===== config.mk =====
export PLATFORM = sky130hd
export DESIGN_NAME = sph_div
export DESIGN_NICKNAME = d
export VERILOG_FILES = /design/src/sph_pkg.sv /design/src/sph_div.sv
export SDC_FILE = /design/constraint.sdc
export NUM_CORES = 2
export LEC_CHECK = 0
export CAP_MARGIN = 10
export CORE_MARGIN = 2
export CORE_UTILIZATION = 61
export DETAILED_ROUTE_END_ITERATION = 10
export DONT_BUFFER_PORTS = 1
export GPL_TIMING_DRIVEN = 0
export PLACE_DENSITY = 0.73
export SLEW_MARGIN = 20
export SYNTH_ARGS = -nofsm -noshare
export SYNTH_HDL_FRONTEND = slang
export SYNTH_SLANG_ARGS = --single-unit

===== constraint.sdc =====
create_clock -name i_clk -period 3.6 [get_ports i_clk]
set_clock_uncertainty 0.05 [all_clocks]
set_input_delay 0.54 -clock i_clk [delete_from_list [all_inputs] [get_ports i_clk]]
set_output_delay 0.54 -clock i_clk [all_outputs]
set_load 0.005 [all_outputs]

===== src/sph_pkg.sv =====
// ----------------------------------------------------------------------------
// sph_pkg
// shared types, register codes and reset values of the kernel gradient block
// ----------------------------------------------------------------------------
package sph_pkg;

    localparam int SQRT_STEPS = 32;
    localparam int DIV_STEPS  = 16;

    // configuration register indexes
    localparam logic [1:0] CFG_DIMENSION = 2'd0;
    localparam logic [1:0] CFG_INV_H     = 2'd1;
    localparam logic [1:0] CFG_GRAD_FAC  = 2'd2;

    localparam logic [1:0]  DIM_2D        = 2'd2;
    localparam logic [1:0]  RST_DIMENSION = 2'd3;
    localparam logic [31:0] RST_INV_H     = 32'd65536;
    localparam logic [31:0] RST_GRAD_FAC  = 32'd20861;

    // per-word context carried beside the arithmetic
    typedef struct packed {
        logic [31:0] mag_x;
        logic [31:0] mag_y;
        logic [31:0] mag_z;
        logic        neg_x;
        logic        neg_y;
        logic        neg_z;
        logic        two_d;
    } t_ctx;

    // context after the region tests
    typedef struct packed {
        t_ctx        ctx;
        logic        support;
        logic        outer;
        logic [17:0] w_inner;
    } t_wctx;

endpackage


===== src/sph_div.sv =====
// ----------------------------------------------------------------------------
// sph_div
// pipelined restoring divider for the outer weight, one quotient bit a stage
// ----------------------------------------------------------------------------
module sph_div (
    input  logic           i_clk,
    input  logic           i_rst_n,
    input  logic           i_valid,
    input  logic [33:0]    i_num,
    input  logic [19:0]    i_den,
    input  sph_pkg::t_wctx i_wctx,
    output logic           o_valid,
    output logic [15:0]    o_quot,
    output sph_pkg::t_wctx o_wctx
);

    localparam int Steps = sph_pkg::DIV_STEPS;

    logic           r_valid [Steps];
    logic [19:0]    r_rem   [Steps];
    logic [15:0]    r_low   [Steps];
    logic [19:0]    r_den   [Steps];
    sph_pkg::t_wctx r_wctx  [Steps];

    genvar k;
    for (k = 0; k < Steps; k++) begin : g_step
        logic           v_in;
        logic [19:0]    rem_in;
        logic [15:0]    low_in;
        logic [19:0]    den_in;
        sph_pkg::t_wctx wctx_in;
        logic [20:0]    acc;

        if (k == 0) begin : g_first
            assign v_in    = i_valid;
            assign rem_in  = {2'b00, i_num[33:16]};
            assign low_in  = i_num[15:0];
            assign den_in  = i_den;
            assign wctx_in = i_wctx;
        end else begin : g_next
            assign v_in    = r_valid[k-1];
            assign rem_in  = r_rem[k-1];
            assign low_in  = r_low[k-1];
            assign den_in  = r_den[k-1];
            assign wctx_in = r_wctx[k-1];
        end

        assign acc = {rem_in, low_in[15]};

        always_ff @(posedge i_clk) begin
            if (!i_rst_n) begin
                r_valid[k] <= 1'b0;
            end else begin
                r_valid[k] <= v_in;
            end
        end

        // quotient bits shift in from the bottom as the dividend leaves the top
        always_ff @(posedge i_clk) begin
            if (acc >= {1'b0, den_in}) begin
                r_rem[k] <= 20'(acc - {1'b0, den_in});
                r_low[k] <= {low_in[14:0], 1'b1};
            end else begin
                r_rem[k] <= acc[19:0];
                r_low[k] <= {low_in[14:0], 1'b0};
            end
            r_den[k]  <= den_in;
            r_wctx[k] <= wctx_in;
        end
    end

    assign o_valid = r_valid[Steps-1];
    assign o_quot  = r_low[Steps-1];
    assign o_wctx  = r_wctx[Steps-1];

endmodule


* Yosys cells after proc, flatten, opt, wreduce, memory -nomap -nowiden
Memories as Yosys holds them, arrays and structs flattened.
Cells that the tools add are included.
** Word-level totals
- Register bits :: 0
- Bits in writable memories :: 2832
- Output and inout port bits :: 137
- Logic and storage cells :: 183
- Memories kept :: 5
** Memories
- r_wctx :: depth 16, bits a word 120, rd ports 16, clocked after Yosys merged registers in 0, wr ports 16, RTL line sph_div.sv:23 : sph_pkg::t_wctx r_wctx [Steps];
- r_den :: depth 16, bits a word 20, rd ports 15, clocked after Yosys merged registers in 0, wr ports 16, RTL line sph_div.sv:22 : logic [19:0] r_den [Steps];
- r_rem :: depth 16, bits a word 20, rd ports 15, clocked after Yosys merged registers in 0, wr ports 16, RTL line sph_div.sv:20 : logic [19:0] r_rem [Steps];
- r_low :: depth 16, bits a word 16, rd ports 16, clocked after Yosys merged registers in 0, wr ports 16, RTL line sph_div.sv:21 : logic [15:0] r_low [Steps];
- r_valid :: depth 16, bits a word 1, rd ports 16, clocked after Yosys merged registers in 0, wr ports 16, RTL line sph_div.sv:19 : logic r_valid [Steps];
** Cells by class
- $add $sub $neg :: 16
- Bitwise logic cells :: 48
- Muxes and demuxes :: 98
- Magnitude comparators :: 16
** Operators with widths (number)
- 20-bit two-way mux :: 16
- 21-bit by 20-bit >= comparator with 1-bit output :: 15
- 20-bit subtractor :: 15
- 16-bit two-way mux :: 16
- 1-bit two-way mux :: 66
- 1-bit OR :: 48
- 19-bit by 20-bit >= comparator with 1-bit output :: 1
- 19-bit by 20-bit subtractor with 20-bit output :: 1

* Logic depth before layout (Yosys ltp)
An unclocked memory read counts as a cell.
- Depth after elaboration :: 5
- Mapped depth :: 14
- Gate-level depth less buffers :: 13

* Worst setup path before layout
Ideal clock, no wire load.
- Kind :: in2reg
- Start point :: input port i_num[15]
- End point :: memory r_rem[0][0]
- Arrival time :: 2998 ps
- Stages on the path :: 13
- Buffers on the path :: 2
- Required time :: 3421 ps
- Path slack :: 423 ps
- Cell sequence :: inv_1 ha_1 inv_1 fa_1 a21o_1 a21oi_1 o21ai_0 a31oi_1 o21ai_0 o21ai_0 clkbuf_1 clkbuf_1 o21ai_0
** RTL lines
- from (decl) :: RTL line sph_div.sv:9 : input logic [33:0] i_num,
- to (decl) :: RTL line sph_div.sv:20

==> results.txt <==
----------------------------------------------------
[Status]
  Status ... complete, no violations

[Drt]
  DRC violation count after routing ... 0
  Post-detailed-routing wire length ... 131,000 um
  Total iterations of the first detailed-routing run ... 5
  Antenna Nets Post-Route ... 0
  Via density per instance ... 4.92
  Number of DRC markers after the initial detailed-route iteration ... 1,634
  Post-detailed-route wirelength per cell ... 16.6 um
  Routed via count ... 39,000

[Floorplan]
  Core box area ... 122,000 sq um
  Count of pins on the block boundary ... 314
  Std cell rows ... 128
  Die span in x ... 354 um
  Starting Density ... 0.615
  Vert. Die Dim ... 354 um
  Area of the die ... 126,000 sq um

[Place]
  Count of port buffers added during placement ... 0
  Number of placed instances, taps included ... 7,286
  Routability congestion estimate from global placement ... 0.951
  HPWL after detailed placement ... 78,800 um
  DP Worst Slack ... -0.581 ns

[Yosys]
  Synth top cells by count ... dfxtp_1, inv_1, ha_1, a21oi_1, nor2_1
  Share of the yosys chip area belonging to registers ... 0.746
  Synthesized netlist net count ... 6,172
  Synth top area cells ... dfxtp_1, ha_1, inv_1, mux2_2, a21oi_1
  Flip-flop cell with the highest count after synthesis ... dfxtp_1
  Synthesized area ... 74,900 sq um
  Library cell with the highest instance count after synthesis ... dfxtp_1
  Yosys top cell area share ... 0.746
  Share of flip-flops with an asynchronous set or reset after synthesis ... 0
  Post-synth EDFFs ... 0
  Synthesized instance count ... 5,661
  Mean post-synth cell area ... 13.2 sq um
  Unique cell type count in the Yosys netlist ... 80
  Number of synthesized register bits ... 2,792
  Dominant cell type by area after synthesis ... dfxtp_1
  Synthesis Warnings ... 0

[STA]
  Max Freq ... 281 MHz
  Relative max-transition margin ... 0.373
  Transition time at the pin with the least slew margin ... 0.929 ns
  Hold Fails Final Rpt ... 0
  Minimum setup slack in the final design ... 0.0448 ns
  Final-report setup violation count ... 0
  Minimum period implied by the final worst setup slack ... 3.56 ns
  Final Slew Violations ... 0
  Fin crit share ... 0.988

[Layout]
  Count of nets after finishing ... 6,604
  Share of cells above drive strength 1 ... 0.0950
  Filler Cells Inserted ... 7,804
  Area delta synth->final ... 16.7%
  Final Non-Filler Cells ... 7,922

[Power]
  P_int ... 58.4 mW
  Power spent charging and discharging nets ... 22.6 mW
  Sw Ratio ... 0.279
  Fraction of power consumed by the clock network ... 0.330
  Worst ir drop on vdd ... 0.613 mV
  Power Dens Cells ... 926 nW/um^2
  Sequential power share ... 0.450
  Static leakage power ... 38.5 nW
  Power share of the combinational group ... 0.220

[Critical path]
  Worst Path Required ... 4.26 ns
  Ordered list of cells on the worst path ... inv_1 > ha_1 > inv_1 > fa_1 > a21o_1 > a21oi_1 > o21ai_0 > a31oi_1 > o21ai_0 > o21ai_1 > clkbuf_2 > mux2_2 > dlygate4sd3_1
  Type of the setup path with the least slack ... input port to flip-flop
  Number of buffer and inverter stages on the critical path ... 4
  Master of the slowest instance on the critical path ... dlygate4sd3_1
  Setup crit start kind ... input port
  CP arrival ... 4.22 ns
  Stage delay of the slowest cell on the critical path ... 0.58 ns
  Category of the worst setup path capture point ... flip-flop
  Kind of cell adding the most delay to the critical path ... compound AO/OA/AOI/OAI gates
  Worst-path maximum fanout ... 10

[Clocking]
  Level count of the clock H-tree ... 4
  Number of buffers created by CTS ... 236
  Insertion delay of the later-clocked pin in the worst-skew pair ... 0.85 ns
  Clock transition at the registers of the reported paths ... 0.07 ns
  Sinks on Clock Net ... 2,792
  CTS tree ... built
  CTS root buffer ... clkbuf_16
  Maximum clock insertion buffer count ... 3

[Global routing]
  Global-route wire length before repair ... 208,000 um
  Global route overflow ... 0
  Number of global-route vias before repair ... 40,800
  Largest net degree at the start of global routing ... 20
  Antenna violations before repair ... 3
  Overall routing resource usage ... 0.208

[Job]
  Number of max-cap violations ... 0

[Hold path]
  Type of the worst min-delay path ... input port to flip-flop

----------------------------------------------------
stage by stage:
step	setup TNS, ns	power, mW	hold slack, ns	util	area [sq um]
finish	0	81.0	0.0885	0.717	87400
global route	-0.0149	85.2	0.101	0.717	87400
CTS	0	81.3	0.0213	0.716	87300
detailed placement	-14.14	54.1	0.262	0.631	77000
global placement	-10.79	53.6	0.259	0.631	77000
floorplan	0	50.2	0.260	-	74900
metal layers:
| layer | up-vias | global-route usage | wire [um] |
|---|---|---|---|
| li1 | 19700 | - | - |
| met1 | 18200 | 0.205 | 48000 |
| met2 | 835 | 0.412 | 73100 |
| met3 | 323 | 0.0407 | 5000 |
| met4 | 4 | 0.0941 | 4980 |
| met5 | - | 0 | 30 |
cells by family after synthesis:
logic type      synth area share
mux                       0.0201
buf+inv                   0.0242
flops                      0.746
fa+ha+maj                 0.0573
xor+xnor                  0.0255
simple gates              0.0519
compound gates            0.0750
sequential cells by signal, summed over array words and instances (netlist names):
register	flops
r_den	300
r_wctx	1920
r_valid	16
r_rem	300
r_low	256
repair_timing:
item,in CTS,in global routing
resized for setup,11,36
hold endpoints to repair,184,0
hold buffers,177,0
buffers inserted,10,7
pin swaps,3,6
endpoints found under the setup margin,107,144
cell type report:
cell class,count,area [sq um],area share
diodes,1,2.50,0.0000286
plain buffers,67,315,0.00361
clock buffers,335,6880,0.0787
clock inverters,106,1600,0.0182
inverters,407,1530,0.0175
multi-input cells,2395,17300,0.198
flip-flops and latches,2792,55900,0.639
well taps,1625,2030,0.0233
repair buffers,194,1900,0.0217
worst paths after layout:
path                                      from             to  slack, ns  cells after the start
worst max register to register    r_den[0][21]   r_rem[0][50]       0.11                     12
worst min register to register  r_wctx[0][140]  r_wctx[1][20]       0.22                      0
worst min-delay path                 i_num[33]   r_rem[0][19]       0.09                      4
worst max-delay path                 i_num[15]    r_rem[0][1]       0.04                     13
power by group through the flow:
| stage | Sequential, mW | Clock [mW] | Combinational [mW] |
|---|---|---|---|
| 3_3_place_gp | 36.9 | 0 | 16.7 |
| 5_1_grt | 36.8 | 28.5 | 19.9 |
| 2_1_floorplan | 36.4 | 0 | 13.7 |
| 4_1_cts | 36.5 | 27.3 | 17.6 |
| 3_5_place_dp | 37.0 | 0 | 17.0 |
| 6_report | 36.4 | 26.7 | 17.8 |
cells in the final DEF (no fill, tap or decap), types with 18 or more instances in the layout:
| master | n |
|---|---|
| nor3_1 | 47 |
| o31ai_1 | 26 |
| clkinvlp_4 | 20 |
| buf_4 | 21 |
| inv_1 | 407 |
| xnor2_1 | 120 |
| nand3_1 | 44 |
| nand2_1 | 207 |
| and3_1 | 24 |
| a31oi_1 | 34 |
| o21ai_0 | 216 |
| nor2_1 | 258 |
| nand4_1 | 48 |
| a21boi_0 | 19 |
| clkbuf_16 | 238 |
| bufinv_16 | 28 |
| o21a_1 | 57 |
| ha_1 | 319 |
| dfxtp_1 | 2791 |
| clkbuf_1 | 78 |
| a21oi_1 | 261 |
| and2_1 | 28 |
| mux2_2 | 117 |
| o21bai_1 | 24 |
| clkinv_2 | 33 |
| nor2b_1 | 45 |
| nand2b_1 | 43 |
| dlygate4sd3_1 | 177 |
| a21o_1 | 114 |
| or3_1 | 19 |
| xor2_1 | 98 |
| clkbuf_8 | 56 |
| mux2i_1 | 18 |
| o211ai_1 | 19 |
tightest hold or removal path, stage by stage:
cell	delay [ns]
ha_1	0.14
a21oi_1	0.05
a21oi_1	0.13
nor2_1	0.04
Power figures use the tool's default switching activity.
